**config.mk**
```make
export PLATFORM = sky130hd
export DESIGN_NAME = devicetree_blob_token_parser_flat
export DESIGN_NICKNAME = d
export VERILOG_FILES = /design/src/dtbp_pkg.sv /design/src/dtbp_in_if.sv /design/src/dtbp_out_if.sv /design/src/devicetree_blob_token_parser.sv /design/src/dtbp_core.sv /design/src/flat_wrapper.sv
export SDC_FILE = /design/constraint.sdc
export NUM_CORES = 1
export LEC_CHECK = 0
export BUFFER_PORTS_ARGS = -buffer_cell sky130_fd_sc_hd__buf_2
export CAP_MARGIN = 20
export CORE_AREA = 2 2 158 276
export CTS_BUF_LIST = sky130_fd_sc_hd__clkbuf_8
export DETAILED_ROUTE_END_ITERATION = 16
export DIE_AREA = 0 0 160 278
export GPL_TIMING_DRIVEN = 0
export PLACE_DENSITY = 0.63
export REMOVE_ABC_BUFFERS = 1
export SKIP_LAST_GASP = 1
export SYNTH_ARGS = -nofsm -noshare
export SYNTH_HDL_FRONTEND = slang
export SYNTH_SLANG_ARGS = --single-unit
```
**constraint.sdc**
```tcl
create_clock -name clk -period 4.6 [get_ports clk]
set_input_delay 0.23 -clock clk [delete_from_list [all_inputs] [get_ports clk]]
set_output_delay 0.23 -clock clk [all_outputs]
set_load 0.02 [all_outputs]
```
**src/dtbp_pkg.sv**
```systemverilog
// Shared types and constants for the devicetree blob token parser.
// No dependencies.
`timescale 1ns / 1ps
`default_nettype none

package dtbp_pkg;

  localparam int OFFSET_BITS_DEF = 20;

  localparam logic [31:0] DT_MAGIC = 32'hD00D_FEED;

  localparam logic [31:0] TOK_BEGIN_NODE = 32'd1;
  localparam logic [31:0] TOK_END_NODE   = 32'd2;
  localparam logic [31:0] TOK_PROP       = 32'd3;
  localparam logic [31:0] TOK_NOP        = 32'd4;
  localparam logic [31:0] TOK_END        = 32'd9;

  // Header words holding the structure and strings block offsets
  localparam int HDR_STRUCT_WORD  = 2;
  localparam int HDR_STRINGS_WORD = 3;
  // Smallest legal structure block offset (end of the fixed header words)
  localparam int MIN_STRUCT_OFF   = 16;

  typedef enum logic [3:0] {
    EV_NONE     = 4'd0,
    EV_HDR_OK   = 4'd1,
    EV_BAD_MAGIC = 4'd2,
    EV_BEGIN    = 4'd3,
    EV_PROP     = 4'd4,
    EV_END_NODE = 4'd5,
    EV_END      = 4'd6,
    EV_UNKNOWN  = 4'd7,
    EV_RANGE    = 4'd8
  } event_t;

endpackage

`default_nettype wire

```
**src/dtbp_in_if.sv**
```systemverilog
// Input channel: one blob word per beat, valid/ready handshake.
// No dependencies.
`timescale 1ns / 1ps
`default_nettype none

interface dtbp_in_if;
  logic        valid;
  logic        ready;
  logic [31:0] blob_word;
  logic        first_word;

  modport source (output valid, output blob_word, output first_word, input ready);
  modport sink   (input valid, input blob_word, input first_word, output ready);
endinterface

`default_nettype wire

```
**src/dtbp_out_if.sv**
```systemverilog
// Result channel: one event per beat, valid/ready handshake.
// Depends on dtbp_pkg.
`timescale 1ns / 1ps
`default_nettype none

interface dtbp_out_if
  import dtbp_pkg::*;
#(
  parameter int OFFSET_BITS = OFFSET_BITS_DEF
);
  logic                   valid;
  logic                   ready;
  logic [3:0]             event_res;
  logic [OFFSET_BITS-1:0] node_offset;
  logic [OFFSET_BITS-1:0] prop_name_offset;
  logic [OFFSET_BITS-1:0] value_offset;
  logic [OFFSET_BITS-1:0] value_length;

  modport source (output valid, output event_res, output node_offset,
                  output prop_name_offset, output value_offset,
                  output value_length, input ready);
  modport sink   (input valid, input event_res, input node_offset,
                  input prop_name_offset, input value_offset,
                  input value_length, output ready);
endinterface

`default_nettype wire

```
**src/devicetree_blob_token_parser.sv**
```systemverilog
// Top level of the devicetree blob token parser: input register, decode core,
// result register. Depends on dtbp_pkg, dtbp_in_if, dtbp_out_if, dtbp_core.
//
//   channel  direction  payload                                   beat
//   in_ch    sink       blob_word[31:0], first_word               one blob word
//   out_ch   source     event_res, node/prop name/value offsets,  one event
//                       value_length
//
// One word per cycle sustained while out_ch is not stalled; every accepted word yields
// exactly one result beat.
// Each word passes from the input register through the decode core into the
// result register; the parser state updates in the same cycle.
// Reset (rst_n low, synchronous) leaves the parser idle until a first word.
// A stall on out_ch holds both registers; in_ch.ready drops only when both are full.
`timescale 1ns / 1ps
`default_nettype none

module devicetree_blob_token_parser
  import dtbp_pkg::*;
#(
  parameter int OFFSET_BITS = OFFSET_BITS_DEF
) (
  input  wire logic   clk,
  input  wire logic   rst_n,
  dtbp_in_if.sink     in_ch,
  dtbp_out_if.source  out_ch
);

  logic                   in_valid_r;
  logic [31:0]            word_r;
  logic                   first_r;
  logic                   out_valid_r;
  event_t                 event_r;
  logic [OFFSET_BITS-1:0] node_r, pname_r, valo_r, vlen_r;

  logic                   adv;
  logic                   in_rdy;
  logic                   step;
  event_t                 ev_nxt;
  logic [OFFSET_BITS-1:0] node_nxt, pname_nxt, valo_nxt, vlen_nxt;

  assign adv    = !out_valid_r || out_ch.ready;
  assign in_rdy = !in_valid_r || adv;
  assign step   = in_valid_r && adv;

  dtbp_core #(
    .OFFSET_BITS(OFFSET_BITS)
  ) u_core (
    .clk       (clk),
    .rst_n     (rst_n),
    .step      (step),
    .word      (word_r),
    .first     (first_r),
    .ev_nxt    (ev_nxt),
    .node_nxt  (node_nxt),
    .pname_nxt (pname_nxt),
    .valo_nxt  (valo_nxt),
    .vlen_nxt  (vlen_nxt)
  );

  always_ff @(posedge clk) begin
    if (!rst_n) begin
      in_valid_r  <= 1'b0;
      out_valid_r <= 1'b0;
    end else begin
      if (in_rdy) begin
        in_valid_r <= in_ch.valid;
      end
      if (adv) begin
        out_valid_r <= in_valid_r;
      end
    end
  end

  always_ff @(posedge clk) begin
    if (in_rdy && in_ch.valid) begin
      word_r  <= in_ch.blob_word;
      first_r <= in_ch.first_word;
    end
    if (step) begin
      event_r <= ev_nxt;
      node_r  <= node_nxt;
      pname_r <= pname_nxt;
      valo_r  <= valo_nxt;
      vlen_r  <= vlen_nxt;
    end
  end

  assign in_ch.ready             = in_rdy;
  assign out_ch.valid            = out_valid_r;
  assign out_ch.event_res        = event_r;
  assign out_ch.node_offset      = node_r;
  assign out_ch.prop_name_offset = pname_r;
  assign out_ch.value_offset     = valo_r;
  assign out_ch.value_length     = vlen_r;

endmodule

`default_nettype wire

```
**src/dtbp_core.sv**
```systemverilog
// Parser state and per-word decode: header walk, token decode, name and value skip.
// Depends on dtbp_pkg.
`timescale 1ns / 1ps
`default_nettype none

module dtbp_core
  import dtbp_pkg::*;
#(
  parameter int OFFSET_BITS = OFFSET_BITS_DEF
) (
  input  wire logic                   clk,
  input  wire logic                   rst_n,
  input  wire logic                   step,
  input  wire logic [31:0]            word,
  input  wire logic                   first,
  output event_t                      ev_nxt,
  output logic [OFFSET_BITS-1:0]      node_nxt,
  output logic [OFFSET_BITS-1:0]      pname_nxt,
  output logic [OFFSET_BITS-1:0]      valo_nxt,
  output logic [OFFSET_BITS-1:0]      vlen_nxt
);

  localparam int WI_W = OFFSET_BITS - 2;
  localparam int SK_W = OFFSET_BITS - 1;

  typedef enum logic [2:0] {
    PH_DONE, PH_HEADER, PH_TOKEN, PH_NAME, PH_PLEN, PH_PNAME, PH_SKIP
  } phase_t;

  phase_t                 phase_r, phase_nxt;
  logic [WI_W-1:0]        word_index_r, word_index_nxt;
  logic [31:0]            struct_start_r, struct_start_nxt;
  logic [OFFSET_BITS-1:0] strings_start_r, strings_start_nxt;
  logic [OFFSET_BITS-1:0] current_node_r, current_node_nxt;
  logic [31:0]            pending_length_r, pending_length_nxt;
  logic [SK_W-1:0]        words_to_skip_r, words_to_skip_nxt;

  logic [OFFSET_BITS:0]   voff;
  logic [32:0]            nsum;
  logic [32:0]            skip_sum;
  logic                   zero_byte;
  logic                   name_bad;
  logic                   len_bad;
  logic                   struct_bad;
  logic                   strings_bad;

  always_comb begin
    voff        = {1'b0, word_index_r, 2'b00} + (OFFSET_BITS+1)'(4);
    nsum        = {1'b0, 32'(strings_start_r)} + {1'b0, word};
    skip_sum    = {1'b0, pending_length_r} + 33'd3;
    zero_byte   = (word[31:24] == 8'd0) || (word[23:16] == 8'd0) ||
                  (word[15:8] == 8'd0) || (word[7:0] == 8'd0);
    name_bad    = (nsum >> OFFSET_BITS) != 33'd0;
    // value may end exactly at the top of the offset space
    len_bad     = (34'(pending_length_r) + 34'(voff)) > (34'd1 << OFFSET_BITS);
    struct_bad  = ((struct_start_r >> OFFSET_BITS) != 32'd0) ||
                  (struct_start_r < 32'(MIN_STRUCT_OFF));
    strings_bad = (word >> OFFSET_BITS) != 32'd0;
  end

  always_comb begin
    phase_nxt          = phase_r;
    word_index_nxt     = word_index_r;
    struct_start_nxt   = struct_start_r;
    strings_start_nxt  = strings_start_r;
    current_node_nxt   = current_node_r;
    pending_length_nxt = pending_length_r;
    words_to_skip_nxt  = words_to_skip_r;
    ev_nxt             = EV_NONE;
    node_nxt           = '0;
    pname_nxt          = '0;
    valo_nxt           = '0;
    vlen_nxt           = '0;

    if (first) begin
      word_index_nxt     = '0;
      struct_start_nxt   = '0;
      strings_start_nxt  = '0;
      current_node_nxt   = '0;
      pending_length_nxt = '0;
      words_to_skip_nxt  = '0;
      if (word == DT_MAGIC) begin
        ev_nxt    = EV_HDR_OK;
        phase_nxt = PH_HEADER;
      end else begin
        ev_nxt    = EV_BAD_MAGIC;
        phase_nxt = PH_DONE;
      end
    end else if (phase_r != PH_DONE) begin
      case (phase_r)
        PH_HEADER: begin
          if (word_index_r == WI_W'(HDR_STRUCT_WORD)) begin
            struct_start_nxt = {word[31:2], 2'b00};
          end else if (word_index_r == WI_W'(HDR_STRINGS_WORD)) begin
            strings_start_nxt = word[OFFSET_BITS-1:0];
            if (struct_bad || strings_bad) begin
              ev_nxt    = EV_RANGE;
              phase_nxt = PH_DONE;
            end else if (struct_start_r == 32'(MIN_STRUCT_OFF)) begin
              phase_nxt = PH_TOKEN;
            end
          end else if (word_index_r > WI_W'(HDR_STRINGS_WORD) &&
                       (32'(word_index_r) + 32'd1) == {2'b00, struct_start_r[31:2]}) begin
            phase_nxt = PH_TOKEN;
          end
        end
        PH_TOKEN: begin
          case (word)
            TOK_BEGIN_NODE: begin
              current_node_nxt = voff[OFFSET_BITS-1:0];
              ev_nxt           = EV_BEGIN;
              node_nxt         = voff[OFFSET_BITS-1:0];
              phase_nxt        = PH_NAME;
            end
            TOK_PROP:     phase_nxt = PH_PLEN;
            TOK_NOP:      phase_nxt = PH_TOKEN;
            TOK_END_NODE: ev_nxt = EV_END_NODE;
            TOK_END: begin
              ev_nxt    = EV_END;
              phase_nxt = PH_DONE;
            end
            default: begin
              ev_nxt    = EV_UNKNOWN;
              phase_nxt = PH_DONE;
            end
          endcase
        end
        PH_NAME: begin
          if (zero_byte) begin
            phase_nxt = PH_TOKEN;
          end
        end
        PH_PLEN: begin
          pending_length_nxt = word;
          phase_nxt          = PH_PNAME;
        end
        PH_PNAME: begin
          if (name_bad || len_bad) begin
            ev_nxt    = EV_RANGE;
            phase_nxt = PH_DONE;
          end else begin
            ev_nxt            = EV_PROP;
            node_nxt          = current_node_r;
            pname_nxt         = nsum[OFFSET_BITS-1:0];
            valo_nxt          = voff[OFFSET_BITS-1:0];
            vlen_nxt          = pending_length_r[OFFSET_BITS-1:0];
            words_to_skip_nxt = skip_sum[OFFSET_BITS:2];
            phase_nxt         = (skip_sum[OFFSET_BITS:2] == '0) ? PH_TOKEN : PH_SKIP;
          end
        end
        PH_SKIP: begin
          if (words_to_skip_r != '0) begin
            words_to_skip_nxt = words_to_skip_r - SK_W'(1);
          end
          if (words_to_skip_r <= SK_W'(1)) begin
            phase_nxt = PH_TOKEN;
          end
        end
        default: phase_nxt = PH_DONE;
      endcase

      // last addressable word reached with parsing still open
      if (word_index_r == '1 && phase_nxt != PH_DONE) begin
        ev_nxt    = EV_RANGE;
        phase_nxt = PH_DONE;
        node_nxt  = '0;
        pname_nxt = '0;
        valo_nxt  = '0;
        vlen_nxt  = '0;
      end
    end

    if (phase_nxt != PH_DONE) begin
      word_index_nxt = word_index_nxt + WI_W'(1);
    end
  end

  always_ff @(posedge clk) begin
    if (!rst_n) begin
      phase_r          <= PH_DONE;
      word_index_r     <= '0;
      struct_start_r   <= '0;
      strings_start_r  <= '0;
      current_node_r   <= '0;
      pending_length_r <= '0;
      words_to_skip_r  <= '0;
    end else if (step) begin
      phase_r          <= phase_nxt;
      word_index_r     <= word_index_nxt;
      struct_start_r   <= struct_start_nxt;
      strings_start_r  <= strings_start_nxt;
      current_node_r   <= current_node_nxt;
      pending_length_r <= pending_length_nxt;
      words_to_skip_r  <= words_to_skip_nxt;
    end
  end

endmodule

`default_nettype wire

```
**src/flat_wrapper.sv**
```systemverilog
// flat-port wrapper written by rule: the top's interface ports become plain ports
module devicetree_blob_token_parser_flat import dtbp_pkg::*;
#(
  parameter int OFFSET_BITS = OFFSET_BITS_DEF
)
  (clk, rst_n, in_ch_valid, in_ch_blob_word, in_ch_first_word, in_ch_ready, out_ch_valid, out_ch_event_res, out_ch_node_offset, out_ch_prop_name_offset, out_ch_value_offset, out_ch_value_length, out_ch_ready);
  dtbp_in_if in_ch_i ();
  dtbp_out_if #(.OFFSET_BITS(OFFSET_BITS)) out_ch_i ();
  input  wire logic clk;
  input  wire logic rst_n;
  input wire logic [$bits(in_ch_i.valid)-1:0] in_ch_valid;
  input wire logic [$bits(in_ch_i.blob_word)-1:0] in_ch_blob_word;
  input wire logic [$bits(in_ch_i.first_word)-1:0] in_ch_first_word;
  output wire logic [$bits(in_ch_i.ready)-1:0] in_ch_ready;
  output wire logic [$bits(out_ch_i.valid)-1:0] out_ch_valid;
  output wire logic [$bits(out_ch_i.event_res)-1:0] out_ch_event_res;
  output wire logic [$bits(out_ch_i.node_offset)-1:0] out_ch_node_offset;
  output wire logic [$bits(out_ch_i.prop_name_offset)-1:0] out_ch_prop_name_offset;
  output wire logic [$bits(out_ch_i.value_offset)-1:0] out_ch_value_offset;
  output wire logic [$bits(out_ch_i.value_length)-1:0] out_ch_value_length;
  input wire logic [$bits(out_ch_i.ready)-1:0] out_ch_ready;
  assign in_ch_i.valid = in_ch_valid;
  assign in_ch_i.blob_word = in_ch_blob_word;
  assign in_ch_i.first_word = in_ch_first_word;
  assign in_ch_ready = in_ch_i.ready;
  assign out_ch_valid = out_ch_i.valid;
  assign out_ch_event_res = out_ch_i.event_res;
  assign out_ch_node_offset = out_ch_i.node_offset;
  assign out_ch_prop_name_offset = out_ch_i.prop_name_offset;
  assign out_ch_value_offset = out_ch_i.value_offset;
  assign out_ch_value_length = out_ch_i.value_length;
  assign out_ch_i.ready = out_ch_ready;
  devicetree_blob_token_parser #(.OFFSET_BITS(OFFSET_BITS)) u_core (.clk(clk), .rst_n(rst_n), .in_ch(in_ch_i), .out_ch(out_ch_i));
endmodule
```
==> run summary, run 1 <==
run status - complete, but fails checks
failing checks - negative setup slack
Buf+Inv Stages, Crit Path - 3
Rows - 100
CTS root buf - clkbuf_8
largest net degree at the start of global routing - 73
Synth Instances - 1629
Distinct cells, synth - 82
Worst Path Arrival - 5.27 ns
Crit Path Max Fanout - 9
Top FF cell, synth - dfxtp_1
number of max-cap violations - 0
Util after Layout - 45.4%
post-synthesis sequential area ratio - 42.5%
TNS Setup - -0.465 ns
Crit path required time - 5.11 ns
Area Growth Syn to Fin - 30.9%
critical hold path startpoint - rst_n
CP max-delay cell - nor4_1
Finished Cell Area - 19200 sq um
CTS Buf Count - 40
Reg clk slew, reported paths - 0.07 ns
Tightest Pin Transition - 1.07 ns
Post-DP Area - 15800 sq um
CP peak stage delay - 0.48 ns
Tcrit/Tclk final - 103%
critical path, cell by cell - buf_4 -> nand3_4 -> nor3_4 -> xor2_4 -> ha_4 -> buf_4 -> a21o_1 -> a2111oi_0 -> a31oi_1 -> a221oi_1 -> nand3_1 -> o31ai_2 -> and4bb_4 -> buf_12 -> o21ai_2 -> nor4_1 -> mux2i_1
async set or reset register ratio after synthesis - 0%
Core ar. - 42300 sq um
clk_lat worst skew - 0.59 ns
wirelength, routed - 53400 um
overflow left after global routing - 0
Final Hold Fails - 0
Layout Nets - 1925
CP Capture Type - flop
share of layout cells above drive strength 1 - 25.5%
RSZ-0062 raised after global routing - yes
1st-iter DRT viols - 1057
Placement Setup Slack - -2.40 ns
I/O pins - 123
initial antenna violation count - 1
fmax - 210 MHz
# DRC - 0
CTS sink cnt - 255
first-pass GRT wire length - 79400 um
number of synthesis warnings - 0
die area - 44500 sq um
Detailed Place HPWL - 36300 um
Hold Path Class - in2reg
TritonCTS clock tree - done
Worst R2R Start - u_core.u_core.word_index_r[3]
Placer Congestion - 0.896
post-route setup slack - -0.153 ns
Slew HR - 28.6%
vias in the first global route - 13.6k
clk buf depth - 3
Slew Limit Fails - 0
worst vdd ir - 0.194 mV
GRT Overall Usage - 23.0%
hold slack - 0.183 ns
skew final - 0.0372 ns
H-tree depth - 2
PortBufs - 118
Vias - 14.1k
drt first pass iters - 6
Syn Std Cell Area - 14700 sq um
Die Height - 278 um
final critical-path required period - 4.75 ns
setup violators final - 13
Detail Route Antenna Nets - 0
Die Width - 160 um
Top cell by count, worst path - buf_4
DR WL/cell - 22.0 um
CP Launch Type - flop
Power Density - 244 nW/um^2
leakage power - 0.00719 uW
Setup CP Type - reg2reg
number of synthesized flops with an enable pin - 113
syn avg cell area - 9.01 sq um
synthesis-stage register bit count - 255
critical path's top delay family - simple AND/OR/NAND/NOR gates
CP startpoint - u_core.u_core.word_index_r[3]
vias per cell - 5.80
Initial Util - 34.7%
-- timing repair --
item,in CTS,in global routing
hold endpoints to repair,35,0
buffers inserted,79,37
setup endpoints to repair,119,115
pin swaps,47,44
gates cloned,4,2
hold buffers,36,0
gates resized for setup,186,61
-- cell usage in the layout, fill, tap and decap left out, drive strengths merged, types with 6 or more instances in the layout --
master	Yosys	final
or2	7	7
nand4	39	39
a211o	10	10
nor4	36	36
nand2	83	84
and3	57	57
clkbuf	111	44
a21o	13	13
and4	6	6
nand2b	7	7
o21a	26	26
or4	15	15
o31ai	8	8
clkinv	0	16
a21oi	80	80
and2	7	7
a2111oi	18	18
nand3	43	44
o21ai	54	54
nor2	227	227
ha	46	46
dlygate4sd3	0	36
buf	18	254
mux2i	8	8
a31oi	9	9
a22oi	125	125
a211oi	12	12
dfxtp	142	142
or3	13	13
xor2	51	51
nor2b	7	7
nor3	38	38
edfxtp	113	113
xnor2	47	47
inv	39	48
o211ai	24	24
-- cells by family (layout without fill, tap and decap cells) --
group,Yosys count,count (layout),share of synthesized area (%)
flip-flops,255,255,42.5
other,1,5,0.0256
multiplexers,8,8,0.546
AO/OA/AOI/OAI,446,446,21.7
XOR/XNOR,100,100,6.16
adder cells (fa/ha/maj),48,48,4.20
AND/OR/NAND/NOR,603,605,20.3
buffers and inverters,168,404,4.61
-- path summary, 6_finish.rpt --
check	end	slack (ns)	cells past startpoint
max	u_core.u_core.word_index_r[10]	-0.15	17
min reg2reg	u_core.u_core.words_to_skip_r[8]	0.49	2
max reg2reg	u_core.u_core.word_index_r[10]	-0.15	17
min	u_core.u_core.words_to_skip_r[13]	0.18	2
-- power by group --
group	total [uW]	switching (uW)	leakage [uW]	internal, uW
clock	1880	950	0.000422	932
sequential	2480	74.0	0.00218	2410
combinational	313	207	0.00459	107
-- metrics by stage --
| stage | total power [uW] | instances |
|---|---|---|
| 2_1_floorplan | 2660 | 1503 |
| 3_3_place_gp | 2800 | 2182 |
| 3_5_place_dp | 2820 | 2201 |
| 4_1_cts | 4730 | 2392 |
| 5_1_grt | 4850 | 2432 |
| 6_report | 4680 | 2432 |
-- Yosys cell counts (10+ instances only) --
library cell	count	share of area (%)
buf_2	12	0.41
a21o_1	13	0.67
xor2_1	51	3.0
a2111oi_0	17	1.0
clkbuf_1	111	2.8
dfxtp_1	142	19
inv_1	38	0.97
ha_1	46	3.9
a211o_1	10	0.60
o211ai_1	23	1.2
xnor2_1	47	2.8
or4_1	15	0.77
and3_1	57	2.4
or3_1	13	0.55
nor4_1	36	1.5
nand2_1	83	2.1
nor3_1	38	1.3
nand3_1	43	1.5
o21ai_0	48	1.6
a22oi_1	125	6.4
a21oi_1	80	2.7
nand4_1	38	1.6
nor2_1	227	5.8
edfxtp_1	113	23
o21a_1	26	1.3
-- sequential cells by signal (all words and copies together) (netlist names), 19 cells and up --
name / cells
u_core.out_ch.prop_name_offset: 20
u_core.out_ch.value_length: 20
u_core.u_core.pending_length_r: 32
u_core.u_core.strings_start_r: 20
u_core.u_core.struct_start_r: 30
u_core.u_core.words_to_skip_r: 19
u_core.word_r: 32
-- per-layer routing --
layer  global-route usage (%)  routed length (um)  part of all wire, %  up-vias
li1                         -                   -                    -     6536
met1                     24.4               19100                   36     6800
met2                     41.4               27000                   51      579
met3                     2.35                2520                  4.7      191
met4                     17.9                4760                  8.9        0
met5                        0                   0                    0        -
-- cell type report --
cell class	instances	area, sq um
Inverter	39	155
Timing Repair Buffer	293	2310
Clock inverter	29	168
Tap cell	561	702
Multi-Input combinational cell	1211	8990
Sequential cell	255	6290
Clock buffer	43	592
Antenna cell	1	2.50
Fill cell	4131	23100
(Power assumes the default switching activity.)
==> inputs of run 2 (changes only) <==
--- a/config.mk
+++ b/config.mk
@@ -15,6 +15,8 @@
 export PLACE_DENSITY = 0.63
 export REMOVE_ABC_BUFFERS = 1
 export SKIP_LAST_GASP = 1
+export SLEW_MARGIN = 20
 export SYNTH_ARGS = -nofsm -noshare
 export SYNTH_HDL_FRONTEND = slang
 export SYNTH_SLANG_ARGS = --single-unit
+export TNS_END_PERCENT = 1
==> run 2 against run 1 <==
  * The flow still finishes with violations (negative setup slack)
  * Fmax decreased by 2.5%
  * Sequential power about the same
  * Via count fell by 0.86%
  * Non-clock buffer count decreased by 28
  * Register-to-register slack worse by 0.12 ns
  * Combinational power about the same
  * Critical path depth increased by 2
  * Critical path type unchanged
  * Critical endpoint is now u_core.u_core.words_to_skip_r[1]
  * Highest routed layer unchanged
==> run summary, run 2 (same netlist as run 1, synthesis figures left out) <==
clk_lat worst skew - 0.57 ns (-0.02 ns)
DR WL/cell - 22.2 um (+1.1%)
critical path, cell by cell - nand4_1 -> buf_6 -> nor3_4 -> buf_12 -> xnor2_4 -> ha_1 -> a21oi_1 -> o21ba_4 -> o221ai_1 -> or4_4 -> nor4_4 -> nand3_2 -> o31ai_4 -> and4bb_4 -> buf_12 -> o21ai_4 -> buf_6 -> or3_1 -> a21oi_1
Worst Path Arrival - 5.36 ns (+0.09 ns)
Placer Congestion - 0.896 (unchanged)
first-pass GRT wire length - 78900 um (-0.61%)
most common cell after layout, fill and taps aside - nor2_1
CTS root buf - clkbuf_8
number of max-cap violations - 0 (unchanged)
RSZ-0062 raised after global routing - yes
Die Width - 160 um (unchanged)
share of layout cells above drive strength 1 - 23.7% (-1.8 points)
worst vdd ir - 0.167 mV (-14%)
Placement Setup Slack - -2.72 ns (-0.325 ns)
skew final - 0.0281 ns (-0.00909 ns)
Power Density - 265 nW/um^2 (+8.6%)
overflow left after global routing - 0 (unchanged)
final non-filler cell total - 2407 (-1.0%)
TNS Setup - -12.66 ns (-12.19 ns)
Crit path required time - 5.09 ns (-0.02 ns)
Initial Util - 34.7% (unchanged)
Rows - 100 (unchanged)
Hold Path Class - in2reg
wirelength, routed - 53500 um (about the same)
Slew HR - 29.9% (+1.4 points)
Vias - 14.0k (-0.86%)
Reg clk slew, reported paths - 0.08 ns (about the same)
# DRC - 0 (unchanged)
hold slack - 0.181 ns (-0.00214 ns)
CP max-delay cell - or4_4
CP Launch Type - flop
Final Hold Fails - 0 (unchanged)
R2R cell count - 19 (+2)
Die Height - 278 um (unchanged)
clk buf depth - 3 (unchanged)
GRT Overall Usage - 22.8% (-0.22 points)
vias in the first global route - 13.4k (-1.6%)
r2r endpoint - u_core.u_core.words_to_skip_r[1]
placed instance count - 2201 (unchanged)
run status - complete, but fails checks
PortBufs - 118 (unchanged)
Setup CP Type - reg2reg
most frequent cells in the layout - nor2_1, dfxtp_1, buf_2, a22oi_1, edfxtp_1
TritonCTS clock tree - done
Hold Path End - u_core.u_core.words_to_skip_r[10]
Detailed Place HPWL - 36300 um (about the same)
register area - 6280 sq um (-0.14%)
Core ar. - 42300 sq um (unchanged)
final critical-path required period - 4.87 ns (+0.122 ns)
Tcrit/Tclk final - 106% (+2.7 points)
top flop regs - u_core.u_core.pending_length_r x32, u_core.word_r x32, u_core.u_core.struct_start_r x30
worst hold stages - 2 (unchanged)
Worst R2R Start - u_core.u_core.word_index_r[10]
Util after Layout - 44.6% (-0.81 points)
largest net degree at the start of global routing - 73 (unchanged)
footprint of the multi-input gates - 8850 sq um (-1.5%)
Detail Route Antenna Nets - 0 (unchanged)
failing checks - negative setup slack
leakage power - 0.00714 uW (-0.74%)
critical path's top delay family - simple AND/OR/NAND/NOR gates
initial antenna violation count - 1 (unchanged)
fmax - 205 MHz (-2.5%)
die area - 44500 sq um (unchanged)
Crit Path Max Fanout - 7 (-2)
Slew Limit Fails - 0 (unchanged)
I/O pins - 123 (unchanged)
Layout Nets - 1899 (-1.4%)
H-tree depth - 2 (unchanged)
critical hold path startpoint - rst_n
1st-iter DRT viols - 1035 (-2.1%)
post-route setup slack - -0.275 ns (-0.122 ns)
CTS sink cnt - 255 (unchanged)
reg-to-reg setup timing slack - -0.27 ns (-0.12 ns)
CTS Buf Count - 40 (unchanged)
setup violators final - 114 (+101)
Tightest Pin Transition - 1.05 ns (-0.0205 ns)
Buf+Inv Stages, Crit Path - 4 (+1)
CP Capture Type - flop
drt first pass iters - 6 (unchanged)
vias per cell - 5.81 (+0.16%)
Area Growth Syn to Fin - 28.6%
# fillers - 4171 (+0.97%)
CP peak stage delay - 0.55 ns (+0.07 ns)
-- run 2: changes by cell type in the layout (fill, tap and decap cells not counted), moves of 4 or more --
cell / previous run / this run
buf_16: 6 / 2
buf_4: 110 / 81
bufinv_16: 1 / 7
ha_4: 18 / 11
clkinv_1: 8 / 1
inv_1: 43 / 51
buf_2: 118 / 126
ha_1: 25 / 31
-- run 2: layout make-up --
class / count / share of cell area [%]
Inverter: 39 / 0.849
Antenna cell: 1 / 0.0133
Sequential cell: 255 / 33.3
Clock buffer: 42 / 3.06
Timing Repair Buffer: 265 / 10.4
Clock inverter: 31 / 1.69
Multi-Input combinational cell: 1213 / 46.9
Tap cell: 561 / 3.72
-- run 2: timing repair --
action	CTS	global route
cloned	2	5
hold buffers	36	0
endpoints found under the hold margin	35	0
buffers inserted	51	38
endpoints found under the setup margin	119	119
pin swaps	26	37
gates resized for setup	140	64
-- run 2: power by group --
part           switching (uW)  internal [uW]  total (uW)
combinational             209            103         312
sequential               73.2           2410        2480
clock                     946           1250        2200
-- run 2: layer usage --
metal	GRT usage, %	wire length (um)	vias to the layer above
li1	-	-	6502
met1	24.9	19300	6687
met2	40.0	26700	589
met3	2.53	2580	206
met4	17.8	4880	0
met5	0	0	-
-- run 2: per-stage QoR --
stage                     power [uW]  instance area [sq um]
after detailed placement        2820                  15700
final                           4990                  18900
after global placement          2800                  15400
after CTS                       5040                  18200
after floorplan                 2660                  14200
after global routing            5170                  18900
-- run 2: worst max-delay path by stage --
| stage | startpoint | endpoint | cells after the start |
|---|---|---|---|
| 6_report | u_core.u_core.word_index_r[10] | u_core.u_core.words_to_skip_r[1] | 19 |
| 5_1_grt | u_core.u_core.word_index_r[10] | u_core.u_core.word_index_r[9] | 18 |
| 4_1_cts | u_core.u_core.word_index_r[0] | u_core.u_core.word_index_r[14] | 18 |
| 3_5_place_dp | u_core.u_core.word_index_r[0] | u_core.out_ch.prop_name_offset[4] | 15 |
| 3_3_place_gp | u_core.u_core.word_index_r[0] | u_core.u_core.words_to_skip_r[0] | 16 |
| 2_1_floorplan | u_core.u_core.word_index_r[3] | u_core.u_core.words_to_skip_r[0] | 15 |
